--- config.mk ---
export PLATFORM = sky130hd
export DESIGN_NAME = tomasulo_rob_core
export DESIGN_NICKNAME = d
export VERILOG_FILES = /design/src/sv/trc_pkg.sv /design/src/sv/trc_div.sv /design/src/sv/trc_dpath.sv /design/src/sv/trc_ctrl.sv /design/src/sv/tomasulo_rob_core.sv
export SDC_FILE = /design/constraint.sdc
export NUM_CORES = 2
export LEC_CHECK = 0
export CORE_UTILIZATION = 60
export DETAILED_ROUTE_END_ITERATION = 10
export DONT_BUFFER_PORTS = 1
export GPL_TIMING_DRIVEN = 0
export PLACE_DENSITY = 0.76
export SLEW_MARGIN = 25
export SYNTH_ARGS = -nofsm -noshare
export SYNTH_HDL_FRONTEND = slang
export SYNTH_SLANG_ARGS = --single-unit
--- constraint.sdc ---
create_clock -name aclk -period 24.6 [get_ports aclk]
set_input_delay 4.92 -clock aclk [delete_from_list [all_inputs] [get_ports aclk]]
set_output_delay 4.92 -clock aclk [all_outputs]
set_load 0.02 [all_outputs]
--- src/sv/trc_pkg.sv ---
`timescale 1ns / 1ps
package trc_pkg;

    typedef struct packed {
        logic              issue_valid;
        logic [2:0]        opcode;
        logic [2:0]        dest_idx;
        logic [2:0]        src1_reg;
        logic [2:0]        src2_reg;
        logic signed [15:0] offset;
    } in_item_t;

    typedef struct packed {
        logic [1:0]         issue_status;
        logic               commit_valid;
        logic [2:0]         commit_reg;
        logic signed [31:0] commit_value;
        logic               rob_empty;
    } out_item_t;

    localparam logic [2:0] OP_ADD = 3'd0;
    localparam logic [2:0] OP_SUB = 3'd1;
    localparam logic [2:0] OP_MUL = 3'd2;
    localparam logic [2:0] OP_DIV = 3'd3;
    localparam logic [2:0] OP_LEA = 3'd4;

    localparam logic [1:0] ISS_OK       = 2'd0;
    localparam logic [1:0] ISS_ROB_FULL = 2'd1;
    localparam logic [1:0] ISS_RS_FULL  = 2'd2;
    localparam logic [1:0] ISS_NONE     = 2'd3;

    localparam logic [1:0] CFG_ALU_LAT = 2'd0;
    localparam logic [1:0] CFG_MUL_LAT = 2'd1;
    localparam logic [1:0] CFG_DIV_LAT = 2'd2;

    typedef struct packed {
        logic accept;
        logic src1;
        logic src2;
        logic exec;
        logic mul_wb;
        logic div_start;
        logic div_wb;
        logic wake;
        logic commit;
    } cmd_t;

    typedef struct packed {
        logic issue_ok;
        logic fin_mul;
        logic fin_div;
        logic div_done;
        logic out_free;
    } sts_t;

endpackage

--- src/sv/trc_div.sv ---
`timescale 1ns / 1ps
module trc_div #(
    parameter int W = 32
) (
    input  logic         aclk,
    input  logic         aresetn,
    input  logic         start,
    input  logic [W-1:0] dividend,
    input  logic [W-1:0] divisor,
    output logic         done,
    output logic [W-1:0] quotient
);
    localparam int CW = $clog2(W + 1);

    logic          busy_reg;
    logic          done_reg;
    logic [CW-1:0] cnt_reg;
    logic [W-1:0]  rem_reg;
    logic [W-1:0]  quo_reg;
    logic [W-1:0]  dvs_reg;
    logic          neg_reg;
    logic [W:0]    shifted;
    logic [W-1:0]  mag_a;
    logic [W-1:0]  mag_b;

    assign mag_a   = dividend[W-1] ? W'(-dividend) : dividend;
    assign mag_b   = divisor[W-1] ? W'(-divisor) : divisor;
    assign shifted = {rem_reg, quo_reg[W-1]};

    always_ff @(posedge aclk) begin
        if (!aresetn) begin
            busy_reg <= 1'b0;
            done_reg <= 1'b0;
        end else begin
            done_reg <= 1'b0;
            if (start) begin
                if (divisor == '0) begin
                    done_reg <= 1'b1;
                end else begin
                    busy_reg <= 1'b1;
                end
            end else if (busy_reg && cnt_reg == CW'(1)) begin
                busy_reg <= 1'b0;
                done_reg <= 1'b1;
            end
        end
    end

    always_ff @(posedge aclk) begin
        if (start) begin
            quo_reg <= (divisor == '0) ? '0 : mag_a;
            rem_reg <= '0;
            dvs_reg <= mag_b;
            neg_reg <= dividend[W-1] ^ divisor[W-1];
            cnt_reg <= CW'(W);
        end else if (busy_reg) begin
            // one restoring step per cycle
            if (shifted >= {1'b0, dvs_reg}) begin
                rem_reg <= W'(shifted - {1'b0, dvs_reg});
                quo_reg <= {quo_reg[W-2:0], 1'b1};
            end else begin
                rem_reg <= shifted[W-1:0];
                quo_reg <= {quo_reg[W-2:0], 1'b0};
            end
            cnt_reg <= cnt_reg - 1'b1;
        end
    end

    assign done     = done_reg;
    assign quotient = neg_reg ? W'(-quo_reg) : quo_reg;

endmodule

--- src/sv/trc_dpath.sv ---
`timescale 1ns / 1ps
module trc_dpath #(
    parameter int STATION_COUNT = 4,
    parameter int ROB_DEPTH     = 4,
    parameter int REG_COUNT     = 8,
    parameter int DATA_WIDTH    = 32
) (
    input  logic                aclk,
    input  logic                aresetn,
    input  logic                cfg_wr_en,
    input  logic [1:0]          cfg_index,
    input  logic [3:0]          cfg_wr_data,
    input  trc_pkg::in_item_t   s_data,
    output logic                m_valid,
    input  logic                m_ready,
    output trc_pkg::out_item_t  m_data,
    input  trc_pkg::cmd_t       cmd,
    input  logic [((STATION_COUNT > 1) ? $clog2(STATION_COUNT) : 1)-1:0] st_idx,
    input  logic [$clog2(ROB_DEPTH)-1:0] rb_idx,
    output trc_pkg::sts_t       sts
);
    localparam int STW = (STATION_COUNT > 1) ? $clog2(STATION_COUNT) : 1;
    localparam int SW  = $clog2(ROB_DEPTH);
    localparam int OW  = $clog2(ROB_DEPTH + 1);
    localparam int RIW = $clog2(REG_COUNT);
    localparam int DW  = DATA_WIDTH;

    trc_pkg::in_item_t  in_reg;
    trc_pkg::out_item_t m_data_reg;
    logic               m_valid_reg;
    logic [3:0]         alu_lat_reg, mul_lat_reg, div_lat_reg;
    logic [1:0]         status_reg;
    logic [STW-1:0]     alloc_reg;
    logic [DW-1:0]      prod_reg;

    logic [STATION_COUNT-1:0] st_busy_reg, st_pj_reg, st_pk_reg;
    logic [2:0]     st_op_reg   [STATION_COUNT];
    logic [SW-1:0]  st_wj_reg   [STATION_COUNT];
    logic [SW-1:0]  st_wk_reg   [STATION_COUNT];
    logic [DW-1:0]  st_vj_reg   [STATION_COUNT];
    logic [DW-1:0]  st_vk_reg   [STATION_COUNT];
    logic [SW-1:0]  st_slot_reg [STATION_COUNT];
    logic [3:0]     st_cyc_reg  [STATION_COUNT];

    logic [ROB_DEPTH-1:0] rob_use_reg, rob_rdy_reg;
    logic [RIW-1:0] rob_dst_reg  [ROB_DEPTH];
    logic [DW-1:0]  rob_val_reg  [ROB_DEPTH];
    logic [DW-1:0]  rf_reg       [REG_COUNT];
    logic [SW-1:0]  head_reg, tail_reg;
    logic [OW-1:0]  occ_reg;

    function automatic logic [RIW-1:0] red_idx(input logic [2:0] r);
        logic [5:0] v;
        v = {3'b000, r};
        for (int i = 0; i < 4; i++) begin
            if (v >= 6'(REG_COUNT)) v = v - 6'(REG_COUNT);
        end
        return v[RIW-1:0];
    endfunction

    // issue check
    logic           free_any;
    logic [STW-1:0] free_idx;
    logic [1:0]     issue_st;

    always_comb begin
        free_any = ~&st_busy_reg;
        free_idx = '0;
        for (int i = STATION_COUNT - 1; i >= 0; i--) begin
            if (!st_busy_reg[i]) free_idx = STW'(i);
        end
        if (!in_reg.issue_valid || in_reg.opcode > trc_pkg::OP_LEA) begin
            issue_st = trc_pkg::ISS_NONE;
        end else if (occ_reg >= OW'(ROB_DEPTH)) begin
            issue_st = trc_pkg::ISS_ROB_FULL;
        end else if (!free_any) begin
            issue_st = trc_pkg::ISS_RS_FULL;
        end else begin
            issue_st = trc_pkg::ISS_OK;
        end
    end

    // rename: youngest in-flight producer wins
    logic [RIW-1:0] ren_reg;
    logic [6:0]     ren_t;
    logic           ren_found;
    logic [SW-1:0]  ren_slot;
    logic           ren_pend;
    logic [DW-1:0]  ren_val;

    always_comb begin
        ren_reg   = cmd.src2 ? red_idx(in_reg.src2_reg) : red_idx(in_reg.src1_reg);
        ren_found = 1'b0;
        ren_slot  = '0;
        ren_t     = '0;
        for (int k = ROB_DEPTH; k >= 1; k--) begin
            ren_t = 7'(tail_reg) + 7'(ROB_DEPTH - k);
            if (ren_t >= 7'(ROB_DEPTH)) ren_t = ren_t - 7'(ROB_DEPTH);
            if (7'(k) <= 7'(occ_reg) && rob_use_reg[ren_t[SW-1:0]]
                    && rob_dst_reg[ren_t[SW-1:0]] == ren_reg) begin
                ren_found = 1'b1;
                ren_slot  = ren_t[SW-1:0];
            end
        end
        ren_pend = ren_found && !rob_rdy_reg[ren_slot];
        ren_val  = ren_found ? rob_val_reg[ren_slot] : rf_reg[ren_reg];
    end

    logic [DW+15:0] off_wide;
    logic [DW-1:0]  off_ext;
    assign off_wide = {{DW{in_reg.offset[15]}}, in_reg.offset};
    assign off_ext  = off_wide[DW-1:0];

    // execute step for the selected station
    logic [2:0]    cur_op;
    logic [DW-1:0] cur_a, cur_b, alu_res;
    logic [3:0]    lat_sel, lat_eff, cyc_load, cyc_new;
    logic          cur_rdy, fin, fin_raw, div_done;
    logic [DW-1:0] div_q;
    logic          wb_en;
    logic [DW-1:0] wb_val;
    logic [SW-1:0] wb_slot;

    always_comb begin
        cur_op  = st_op_reg[st_idx];
        cur_a   = st_vj_reg[st_idx];
        cur_b   = st_vk_reg[st_idx];
        cur_rdy = st_busy_reg[st_idx] && !st_pj_reg[st_idx] && !st_pk_reg[st_idx];
        case (cur_op)
            trc_pkg::OP_MUL: lat_sel = mul_lat_reg;
            trc_pkg::OP_DIV: lat_sel = div_lat_reg;
            default:         lat_sel = alu_lat_reg;
        endcase
        lat_eff  = (lat_sel == 4'd0) ? 4'd1 : lat_sel;
        cyc_load = (st_cyc_reg[st_idx] == 4'd0) ? lat_eff : st_cyc_reg[st_idx];
        cyc_new  = cyc_load - 4'd1;
        fin_raw  = cur_rdy && cyc_new == 4'd0;
        fin      = cmd.exec && fin_raw;
        alu_res  = (cur_op == trc_pkg::OP_SUB) ? cur_a - cur_b : cur_a + cur_b;
        wb_slot  = st_slot_reg[st_idx];
        wb_en    = 1'b0;
        wb_val   = alu_res;
        if (fin && cur_op != trc_pkg::OP_MUL && cur_op != trc_pkg::OP_DIV) begin
            wb_en = 1'b1;
        end else if (cmd.mul_wb) begin
            wb_en  = 1'b1;
            wb_val = prod_reg;
        end else if (cmd.div_wb) begin
            wb_en  = 1'b1;
            wb_val = div_q;
        end
    end

    trc_div #(.W(DW)) u_div (
        .aclk     (aclk),
        .aresetn  (aresetn),
        .start    (cmd.div_start),
        .dividend (cur_a),
        .divisor  (cur_b),
        .done     (div_done),
        .quotient (div_q)
    );

    // commit
    logic          com;
    logic [OW-1:0] occ_after;
    assign com       = cmd.commit && rob_use_reg[head_reg] && rob_rdy_reg[head_reg];
    assign occ_after = com ? occ_reg - 1'b1 : occ_reg;

    always_comb begin
        sts.issue_ok = (issue_st == trc_pkg::ISS_OK);
        sts.fin_mul  = fin_raw && cur_op == trc_pkg::OP_MUL;
        sts.fin_div  = fin_raw && cur_op == trc_pkg::OP_DIV;
        sts.div_done = div_done;
        sts.out_free = !m_valid_reg || m_ready;
    end

    // control state
    always_ff @(posedge aclk) begin
        if (!aresetn) begin
            alu_lat_reg <= 4'd1;
            mul_lat_reg <= 4'd2;
            div_lat_reg <= 4'd2;
            st_busy_reg <= '0;
            st_pj_reg   <= '0;
            st_pk_reg   <= '0;
            for (int i = 0; i < STATION_COUNT; i++) st_cyc_reg[i] <= 4'd0;
            rob_use_reg <= '0;
            rob_rdy_reg <= '0;
            for (int r = 0; r < REG_COUNT; r++) rf_reg[r] <= '0;
            head_reg    <= '0;
            tail_reg    <= '0;
            occ_reg     <= '0;
            m_valid_reg <= 1'b0;
        end else begin
            if (cfg_wr_en) begin
                unique case (cfg_index)
                    trc_pkg::CFG_ALU_LAT: alu_lat_reg <= cfg_wr_data;
                    trc_pkg::CFG_MUL_LAT: mul_lat_reg <= cfg_wr_data;
                    trc_pkg::CFG_DIV_LAT: div_lat_reg <= cfg_wr_data;
                    default: ;
                endcase
            end
            if (cmd.src1 && issue_st == trc_pkg::ISS_OK) begin
                st_busy_reg[free_idx] <= 1'b1;
                st_pj_reg[free_idx]   <= ren_pend;
                st_cyc_reg[free_idx]  <= 4'd0;
            end
            if (cmd.src2) begin
                st_pk_reg[alloc_reg] <= (in_reg.opcode == trc_pkg::OP_LEA) ? 1'b0 : ren_pend;
                rob_use_reg[tail_reg] <= 1'b1;
                rob_rdy_reg[tail_reg] <= 1'b0;
                tail_reg <= (tail_reg == SW'(ROB_DEPTH - 1)) ? '0 : tail_reg + 1'b1;
                occ_reg  <= occ_reg + 1'b1;
            end
            if (cmd.exec && cur_rdy) st_cyc_reg[st_idx] <= cyc_new;
            if (wb_en) begin
                rob_rdy_reg[wb_slot] <= 1'b1;
                st_busy_reg[st_idx]  <= 1'b0;
            end
            if (cmd.wake && rob_use_reg[rb_idx] && rob_rdy_reg[rb_idx]) begin
                for (int i = 0; i < STATION_COUNT; i++) begin
                    if (st_busy_reg[i] && st_pj_reg[i] && st_wj_reg[i] == rb_idx)
                        st_pj_reg[i] <= 1'b0;
                    if (st_busy_reg[i] && st_pk_reg[i] && st_wk_reg[i] == rb_idx)
                        st_pk_reg[i] <= 1'b0;
                end
            end
            if (com) begin
                rf_reg[rob_dst_reg[head_reg]] <= rob_val_reg[head_reg];
                rob_use_reg[head_reg] <= 1'b0;
                rob_rdy_reg[head_reg] <= 1'b0;
                head_reg <= (head_reg == SW'(ROB_DEPTH - 1)) ? '0 : head_reg + 1'b1;
                occ_reg  <= occ_after;
            end
            if (cmd.commit) begin
                m_valid_reg <= 1'b1;
            end else if (m_ready) begin
                m_valid_reg <= 1'b0;
            end
        end
    end

    // payload
    always_ff @(posedge aclk) begin
        if (cmd.accept) in_reg <= s_data;
        if (cmd.src1) begin
            status_reg <= issue_st;
            alloc_reg  <= free_idx;
            if (issue_st == trc_pkg::ISS_OK) begin
                st_op_reg[free_idx]   <= in_reg.opcode;
                st_wj_reg[free_idx]   <= ren_slot;
                st_vj_reg[free_idx]   <= ren_val;
                st_slot_reg[free_idx] <= tail_reg;
            end
        end
        if (cmd.src2) begin
            st_wk_reg[alloc_reg] <= ren_slot;
            st_vk_reg[alloc_reg] <= (in_reg.opcode == trc_pkg::OP_LEA) ? off_ext : ren_val;
            rob_dst_reg[tail_reg] <= red_idx(in_reg.dest_idx);
        end
        if (fin) prod_reg <= DW'(cur_a * cur_b);
        if (wb_en) rob_val_reg[wb_slot] <= wb_val;
        if (cmd.wake && rob_use_reg[rb_idx] && rob_rdy_reg[rb_idx]) begin
            for (int i = 0; i < STATION_COUNT; i++) begin
                if (st_busy_reg[i] && st_pj_reg[i] && st_wj_reg[i] == rb_idx)
                    st_vj_reg[i] <= rob_val_reg[rb_idx];
                if (st_busy_reg[i] && st_pk_reg[i] && st_wk_reg[i] == rb_idx)
                    st_vk_reg[i] <= rob_val_reg[rb_idx];
            end
        end
        if (cmd.commit) begin
            m_data_reg.issue_status <= status_reg;
            m_data_reg.commit_valid <= com;
            m_data_reg.commit_reg   <= com ? 3'(rob_dst_reg[head_reg]) : 3'd0;
            m_data_reg.commit_value <= com ? 32'(rob_val_reg[head_reg]) : 32'd0;
            m_data_reg.rob_empty    <= (occ_after == '0);
        end
    end

    assign m_valid = m_valid_reg;
    assign m_data  = m_data_reg;

    a_occ_bound: assert property (@(posedge aclk) disable iff (!aresetn)
        occ_reg <= OW'(ROB_DEPTH))
        else $error("rob occupancy above depth");

    a_occ_count: assert property (@(posedge aclk) disable iff (!aresetn)
        $countones(rob_use_reg) == int'(occ_reg))
        else $error("rob occupancy out of step with in-use entries");

    a_empty_flag: assert property (@(posedge aclk) disable iff (!aresetn)
        cmd.commit |=> (m_data_reg.rob_empty == (occ_reg == '0)))
        else $error("rob_empty disagrees with occupancy");

endmodule

--- src/sv/trc_ctrl.sv ---
`timescale 1ns / 1ps
module trc_ctrl #(
    parameter int STATION_COUNT = 4,
    parameter int ROB_DEPTH     = 4
) (
    input  logic          aclk,
    input  logic          aresetn,
    input  logic          s_valid,
    output logic          s_ready,
    input  trc_pkg::sts_t sts,
    output trc_pkg::cmd_t cmd,
    output logic [((STATION_COUNT > 1) ? $clog2(STATION_COUNT) : 1)-1:0] st_idx,
    output logic [$clog2(ROB_DEPTH)-1:0] rb_idx
);
    localparam int STW = (STATION_COUNT > 1) ? $clog2(STATION_COUNT) : 1;
    localparam int SW  = $clog2(ROB_DEPTH);

    localparam logic [2:0] S_IDLE   = 3'd0;
    localparam logic [2:0] S_SRC1   = 3'd1;
    localparam logic [2:0] S_SRC2   = 3'd2;
    localparam logic [2:0] S_EXEC   = 3'd3;
    localparam logic [2:0] S_MUL    = 3'd4;
    localparam logic [2:0] S_DIV    = 3'd5;
    localparam logic [2:0] S_WAKE   = 3'd6;
    localparam logic [2:0] S_COMMIT = 3'd7;

    logic [2:0]     state_reg, state_next;
    logic [STW-1:0] st_reg, st_next;
    logic [SW-1:0]  rb_reg, rb_next;
    logic           st_last;

    assign st_last = (st_reg == STW'(STATION_COUNT - 1));

    always_comb begin
        cmd        = '0;
        state_next = state_reg;
        st_next    = st_reg;
        rb_next    = rb_reg;
        s_ready    = 1'b0;
        unique case (state_reg) inside
            S_IDLE: begin
                s_ready = 1'b1;
                if (s_valid) begin
                    cmd.accept = 1'b1;
                    state_next = S_SRC1;
                end
            end
            S_SRC1: begin
                cmd.src1   = 1'b1;
                st_next    = '0;
                state_next = sts.issue_ok ? S_SRC2 : S_EXEC;
            end
            S_SRC2: begin
                cmd.src2   = 1'b1;
                state_next = S_EXEC;
            end
            S_EXEC: begin
                cmd.exec = 1'b1;
                if (sts.fin_mul) begin
                    state_next = S_MUL;
                end else if (sts.fin_div) begin
                    cmd.div_start = 1'b1;
                    state_next    = S_DIV;
                end else if (st_last) begin
                    rb_next    = '0;
                    state_next = S_WAKE;
                end else begin
                    st_next = st_reg + 1'b1;
                end
            end
            S_MUL, S_DIV: begin
                if (state_reg == S_MUL || sts.div_done) begin
                    cmd.mul_wb = (state_reg == S_MUL);
                    cmd.div_wb = (state_reg == S_DIV);
                    if (st_last) begin
                        rb_next    = '0;
                        state_next = S_WAKE;
                    end else begin
                        st_next    = st_reg + 1'b1;
                        state_next = S_EXEC;
                    end
                end
            end
            S_WAKE: begin
                cmd.wake = 1'b1;
                if (rb_reg == SW'(ROB_DEPTH - 1)) begin
                    state_next = S_COMMIT;
                end else begin
                    rb_next = rb_reg + 1'b1;
                end
            end
            S_COMMIT: begin
                // hold until the result register can take the result
                if (sts.out_free) begin
                    cmd.commit = 1'b1;
                    state_next = S_IDLE;
                end
            end
            default: state_next = S_IDLE;
        endcase
    end

    always_ff @(posedge aclk) begin
        if (!aresetn) begin
            state_reg <= S_IDLE;
            st_reg    <= '0;
            rb_reg    <= '0;
        end else begin
            state_reg <= state_next;
            st_reg    <= st_next;
            rb_reg    <= rb_next;
        end
    end

    assign st_idx = st_reg;
    assign rb_idx = rb_reg;

    // the divider start rides along with the execute step
    a_one_cmd: assert property (@(posedge aclk) disable iff (!aresetn)
        $onehot0({cmd.accept, cmd.src1, cmd.src2, cmd.exec, cmd.mul_wb,
                  cmd.div_wb, cmd.wake, cmd.commit}))
        else $error("more than one datapath command");

    a_div_wait: assert property (@(posedge aclk) disable iff (!aresetn)
        cmd.div_start |=> state_reg == S_DIV)
        else $error("divide started outside its wait state");

    a_commit_free: assert property (@(posedge aclk) disable iff (!aresetn)
        cmd.commit |-> sts.out_free)
        else $error("result loaded while previous one still held");

endmodule

--- src/sv/tomasulo_rob_core.sv ---
`timescale 1ns / 1ps
// channel   dir  handshake          payload
// config    in   cfg_wr_en          cfg_index (2b), cfg_wr_data (4b)
// request   in   s_valid/s_ready    s_data   (trc_pkg::in_item_t)
// result    out  m_valid/m_ready    m_data   (trc_pkg::out_item_t)
//
// One request is one machine cycle and gives exactly one result.
// Steps per request: accept, first source, second source (only when it issues),
// one execute step per station, a wait per multiply that finishes and a wait
// on the bit-serial divider per divide that finishes (no shift steps for a zero
// divisor), one wake step per reorder buffer entry, then the commit step.
// A new request is taken while the previous result waits in the output register;
// the commit step holds until that register is free.
// aresetn is synchronous, active low; latencies return to 1, 2, 2.
module tomasulo_rob_core #(
    parameter int STATION_COUNT = 4,
    parameter int ROB_DEPTH     = 4,
    parameter int REG_COUNT     = 8,
    parameter int DATA_WIDTH    = 32
) (
    input  logic               aclk,
    input  logic               aresetn,
    input  logic               cfg_wr_en,
    input  logic [1:0]         cfg_index,
    input  logic [3:0]         cfg_wr_data,
    input  logic               s_valid,
    output logic               s_ready,
    input  trc_pkg::in_item_t  s_data,
    output logic               m_valid,
    input  logic               m_ready,
    output trc_pkg::out_item_t m_data
);
    localparam int STW = (STATION_COUNT > 1) ? $clog2(STATION_COUNT) : 1;
    localparam int SW  = $clog2(ROB_DEPTH);

    trc_pkg::cmd_t  cmd;
    trc_pkg::sts_t  sts;
    logic [STW-1:0] st_idx;
    logic [SW-1:0]  rb_idx;

    trc_ctrl #(
        .STATION_COUNT (STATION_COUNT),
        .ROB_DEPTH     (ROB_DEPTH)
    ) u_ctrl (
        .aclk    (aclk),
        .aresetn (aresetn),
        .s_valid (s_valid),
        .s_ready (s_ready),
        .sts     (sts),
        .cmd     (cmd),
        .st_idx  (st_idx),
        .rb_idx  (rb_idx)
    );

    trc_dpath #(
        .STATION_COUNT (STATION_COUNT),
        .ROB_DEPTH     (ROB_DEPTH),
        .REG_COUNT     (REG_COUNT),
        .DATA_WIDTH    (DATA_WIDTH)
    ) u_dpath (
        .aclk        (aclk),
        .aresetn     (aresetn),
        .cfg_wr_en   (cfg_wr_en),
        .cfg_index   (cfg_index),
        .cfg_wr_data (cfg_wr_data),
        .s_data      (s_data),
        .m_valid     (m_valid),
        .m_ready     (m_ready),
        .m_data      (m_data),
        .cmd         (cmd),
        .st_idx      (st_idx),
        .rb_idx      (rb_idx),
        .sts         (sts)
    );

endmodule

After elaboration in Yosys (flattened, before gate mapping)
Memory sizes are Yosys's and may differ from the RTL's. A register that Yosys moved wholly into a read port is not among the register bits.
Index checks and enable logic that the tools add are counted.
Storage, ports and cells
  bits in writable memories: 704
  word-level logic and storage cells: 456
  output and inout port bits: 41
  bits of input ports: 40
  memories kept: 10
  register bits: 256
Cells by class
  equal/unequal tests: 41
  order comparisons: 29
  bitwise gates (word level): 11
  $add $sub $neg: 21
  mux-type cells: 224
  multipliers: 1
  reduce and logical (&&, ||, !) cells: 82
Memories
  u_dpath.rf_reg: words 8, bits a word 32, read ports 1, clocked after Yosys merged registers in 0, wr ports 8, RTL line trc_dpath.sv:48  | logic [DW-1:0] rf_reg [REG_COUNT];
  u_dpath.rob_val_reg: words 4, bits a word 32, read ports 3, clocked after Yosys merged registers in 2, wr ports 1, RTL line trc_dpath.sv:47  | logic [DW-1:0] rob_val_reg [ROB_DEPTH];
  u_dpath.st_vj_reg: words 4, bits a word 32, read ports 1, clocked after Yosys merged registers in 1, wr ports 4, RTL line trc_dpath.sv:40  | logic [DW-1:0] st_vj_reg [STATION_COUNT];
  u_dpath.st_vk_reg: words 4, bits a word 32, read ports 1, clocked after Yosys merged registers in 1, wr ports 4, RTL line trc_dpath.sv:41  | logic [DW-1:0] st_vk_reg [STATION_COUNT];
  u_dpath.st_cyc_reg: words 4, bits a word 4, read ports 1, clocked after Yosys merged registers in 1, wr ports 4, RTL line trc_dpath.sv:43  | logic [3:0] st_cyc_reg [STATION_COUNT];
  u_dpath.rob_dst_reg: words 4, bits a word 3, read ports 5, clocked after Yosys merged registers in 1, wr ports 1, RTL line trc_dpath.sv:46  | logic [RIW-1:0] rob_dst_reg [ROB_DEPTH];
  +4 memories
Operators with widths (number)
  $mux 32: 15
  $mux 1: 106
  $neg 32->32: 3
  $reduce_or 32->1: 3
  $mux 2: 46
  $mux 4: 19
  $sub 32x32->32: 2
  $logic_and 1x1->1: 46
  $mux 3: 13
  $lt 2x3->1 const B: 12
  $ge 33x32->1: 1
  $add 32x32->32: 1
  $logic_not 32->1: 1
  $mul 32x32->32: 1
  $mux 31: 1
  $bmux 1 s2: 12
  $pmux 3 s7: 1
  $and 4x4->4: 4
  $eq 2x2->1: 8
  $eq 3x3->1 const B: 5
  $ne 2x2->1 const B: 7
  $demux 1 s2: 6
  $eq 3x2->1 const B: 4
  $eq 3x3->1: 4
  other kinds (40): 88

Longest topological paths before layout
  depth in word-level cells: 19
  gate-level depth with buffers: 38

Hierarchy
From an unflattened synthesis, not the netlist that was laid out.
Unflattened totals
  cell total of the unflattened synthesis: 6029
  area, all modules: 65690.5 um^2
By module, submodules not included
  trc_dpath: sequential area each 25144.1 um^2, cells each 5071, times used 1, area each 57345.0 um^2
  trc_div: sequential area each 2752.6 um^2, cells each 882, times used 1, area each 7737.4 um^2
  trc_ctrl: sequential area each 140.1 um^2, cells each 76, times used 1, area each 608.1 um^2

Worst setup path after synthesis
Ideal clock, no wire load.
  kind: reg2reg
  start: register (tool-made name)
  end: register u_dpath.prod_reg[30], data pin
  library setup time: 0.258 ns
  period minus slack after synthesis: 9.181 ns
  required time: 24.342 ns
  path slack: 15.419 ns
  stages on the path, launching flop included: 36
  arrival: 8.923 ns
  path through: dfxtp_1 buf_4 buf_6 buf_6 buf_6 buf_6 buf_4 buf_4 buf_1 mux2_2 o21ai_0 clkbuf_1 nor2_1 fa_1 inv_1 fa_1 fa_1 fa_1 inv_1 fa_1 inv_1 fa_1 inv_1 fa_1 fa_1 ha_1 a21o_1 a21o_1 a21oi_1 nor2b_1 o21a_1 nor4_1 a2111oi_0 o31ai_1 nand2b_1 xor2_1
RTL lines
  end signal, assigned: RTL line trc_dpath.sv:262  | if (fin) prod_reg <= DW'(cur_a * cur_b);
  end, declared: RTL line trc_dpath.sv:34  | logic [DW-1:0] prod_reg;

==> run metrics <==
number of I/O port buffers=0; fin nets=6881; antenna-violating nets left=0; Clock Skew=0.09911 ns; Synth Warn #=0; Final Cycle Share=0.4798; Final Instance Count excl. Fillers=7711; Core Area=107500 um2; final setup violation count=0; Setup crit end kind=flop; Worst Tran Pin Value=1.169 ns; Fin Hold WS=0.4258 ns; Remaining DRCs=0; Die ar.=110300 um2; max cap viols=0; vias in the first global route=49530; gpl congestion=1.043; CP Class=reg -> reg; die height=332.1 um; required time worst endpoint=25.00 ns; DR WL/cell=26.84 um; num rows=120; Hold Crit Class=reg -> reg; clk_lat worst skew=0.72 ns; post-CTS setup buffers=0; CTS root buf=clkbuf_16; vias per cell=6.411; total number of vias=49430; fin crit period=11.80 ns; slowest stage delay, CP=0.70 ns; Async SR Flop Fraction=0; Worst Path Max Fanout=10; syn_area_per_cell=10.73 um2; placed cells=7523; post-CTS sizing=0; clk slew on worst S/H paths=0.06 ns; sequential share of the synthesized area=0.4300; Synth cell types=84; initial antenna violation count=6; total CTS buffers=100; synth-to-layout area growth=8.768%; fraction of layout cells with a size suffix above 1=0.08660; final number of max-transition violations=0; GRT Residual Overflow=0; I/O pins=81; Synth Instances=6095; Die Wd=332.1 um; Critical Path AT=12.21 ns; Post-DP HPWL=159.4 mm; Startpoint Class=flop; Hold-fix buffers, CTS=0; Relative slew margins=0.1986; Clock Sinks=968; initial core utilization=0.6083; # fillers=8201; Max Clk Rate=0.08473 GHz; Final WS setup=12.80 ns; commonest register cell after synthesis=edfxtp_1; sequential cell area=28120 um2; Crit path top cell by count=fa_1; Net Count, Synth=6754; final wirelength=206.9 mm; Synth Register Bits=968; RSZ-0062 raised after global routing=no; pre-CTS WS=13.18 ns; maximum number of pins on one net before global-route repair=34; first-pass GRT wire length=307.1 mm; mapped cell area=65390 um2; CTS tree=yes; H-tree depth=3; Slowest-stage cell, CP=a2111oi_0; clk buf depth=3; setup TNS=0 ns; GRT Total Usage=0.3751; outcome=finished, final reports clean; area of the multi-input gates=33970 um2; Largest register FFs=256; Detailed Route Iter0 Violations=5794; Pre-Repair DR Iteration Count=6; Post-synth EDFFs=873; Final Hold Violating Endpoints=0
## area by class of cell
class,instances,area share
repair buffers,25,0.006245
clock inverters,61,0.01010
well taps,1403,0.02468
clock buffers,124,0.03715
multi-input cells,4241,0.4776
plain buffers,340,0.01993
flip-flops and latches,968,0.3953
diodes,3,0.0001056
inverters,546,0.02882
## synth_stat cells, types with 9 or more instances
cell type	number	share of area
o22ai_1	10	0.00096
a221o_1	23	0.0035
nor4_1	11	0.0011
a211oi_1	47	0.0054
nor3_1	43	0.0033
o21a_1	37	0.0042
a221oi_1	22	0.0029
and3_1	30	0.0029
dfxtp_1	95	0.029
o31ai_1	31	0.0036
clkbuf_1	259	0.015
buf_2	26	0.0020
nor2b_1	31	0.0030
o21ai_1	127	0.0097
nand4_1	28	0.0027
a21oi_1	177	0.014
edfxtp_1	873	0.40
nand2b_1	26	0.0025
or2_2	9	0.00086
mux2_2	90	0.015
nand3b_1	9	0.0010
and2_1	71	0.0068
inv_1	536	0.031
mux4_2	154	0.053
buf_1	34	0.0020
xnor2_1	180	0.024
or4_1	12	0.0014
mux2i_1	188	0.029
nor2_1	768	0.044
a21o_1	49	0.0056
ha_1	209	0.040
fa_1	410	0.13
nand3_1	39	0.0030
o21ai_0	242	0.019
buf_4	14	0.0016
a31oi_1	35	0.0033
nand2_1	870	0.050
or3_1	25	0.0024
o211ai_1	11	0.0013
xor2_1	102	0.014
a21boi_0	11	0.0013
## metal layers
| layer | wire [um] | GRT usage | vias to the layer above |
|---|---|---|---|
| li1 | - | - | 21230 |
| met1 | 73470 | 0.4655 | 24310 |
| met2 | 95070 | 0.5967 | 3156 |
| met3 | 21960 | 0.07415 | 743 |
| met4 | 16410 | 0.2557 | 4 |
| met5 | 27 | 0 | - |
## stage by stage
step	util	cell area, um2
after floorplan	-	65390
after global placement	0.6246	67140
after detailed placement	0.6302	67750
after CTS	0.6614	71110
after global routing	0.6615	71110
final	0.6616	71120
## path summary, 6_finish.rpt
| check | startpoint | to | slack [ns] | cells after the start |
|---|---|---|---|---|
| hold / removal | u_dpath.status_reg[1]$_DFFE_PP_ | u_dpath.m_data[38]$_DFFE_PP_ | 0.43 | 0 |
| setup / recovery | flop | u_dpath.prod_reg[30]$_DFFE_PP_ | 12.80 | 35 |
| setup reg to reg | flop | u_dpath.prod_reg[30]$_DFFE_PP_ | 12.80 | 35 |
| hold reg to reg | u_dpath.status_reg[1]$_DFFE_PP_ | u_dpath.m_data[38]$_DFFE_PP_ | 0.43 | 0 |
## layout by cell type, fill, tap and decap left out, types with 31 or more instances in the layout
master | Yosys | layout
ha_1 | 209 | 209
nand2_1 | 870 | 855
buf_1 | 34 | 32
nand3_1 | 39 | 39
clkbuf_16 | 0 | 100
edfxtp_1 | 873 | 873
clkbuf_1 | 259 | 277
a21oi_1 | 177 | 177
xor2_1 | 102 | 102
mux2_2 | 90 | 90
a21o_1 | 49 | 49
o21ai_1 | 127 | 141
a31oi_1 | 35 | 35
o21ai_0 | 242 | 225
a211oi_1 | 47 | 46
fa_1 | 410 | 410
and2_1 | 71 | 69
nor2_1 | 768 | 765
nor3_1 | 43 | 41
inv_1 | 536 | 535
nor2b_1 | 31 | 31
mux2i_1 | 188 | 182
o21a_1 | 37 | 37
xnor2_1 | 180 | 180
mux4_2 | 154 | 154
dfxtp_1 | 95 | 95
## worst max-delay path: cells and delay by family (launching register included)
kind / cells / cell delay (ns)
AOI/OAI and AO/OA: 7 / 2.18
and+or+nand+nor: 4 / 0.49
buffers and inverters: 13 / 3.20
DFF: 1 / 0.30
adders and majority gates: 9 / 4.38
xor gates and xnor gates: 1 / 0.52
muxes: 1 / 0.41
## cells by family after synthesis
| logic type | share of synthesized area |
|---|---|
| AO/OA/AOI/OAI | 0.08389 |
| XOR/XNOR | 0.03777 |
| adder cells (fa/ha/maj) | 0.1655 |
| buffers and inverters | 0.05296 |
| flip-flops | 0.4300 |
| multiplexers | 0.1010 |
| AND/OR/NAND/NOR | 0.1288 |
Power is not shown: default switching activity piles up to over one toggle a cycle in this logic, so the estimate is an artifact.
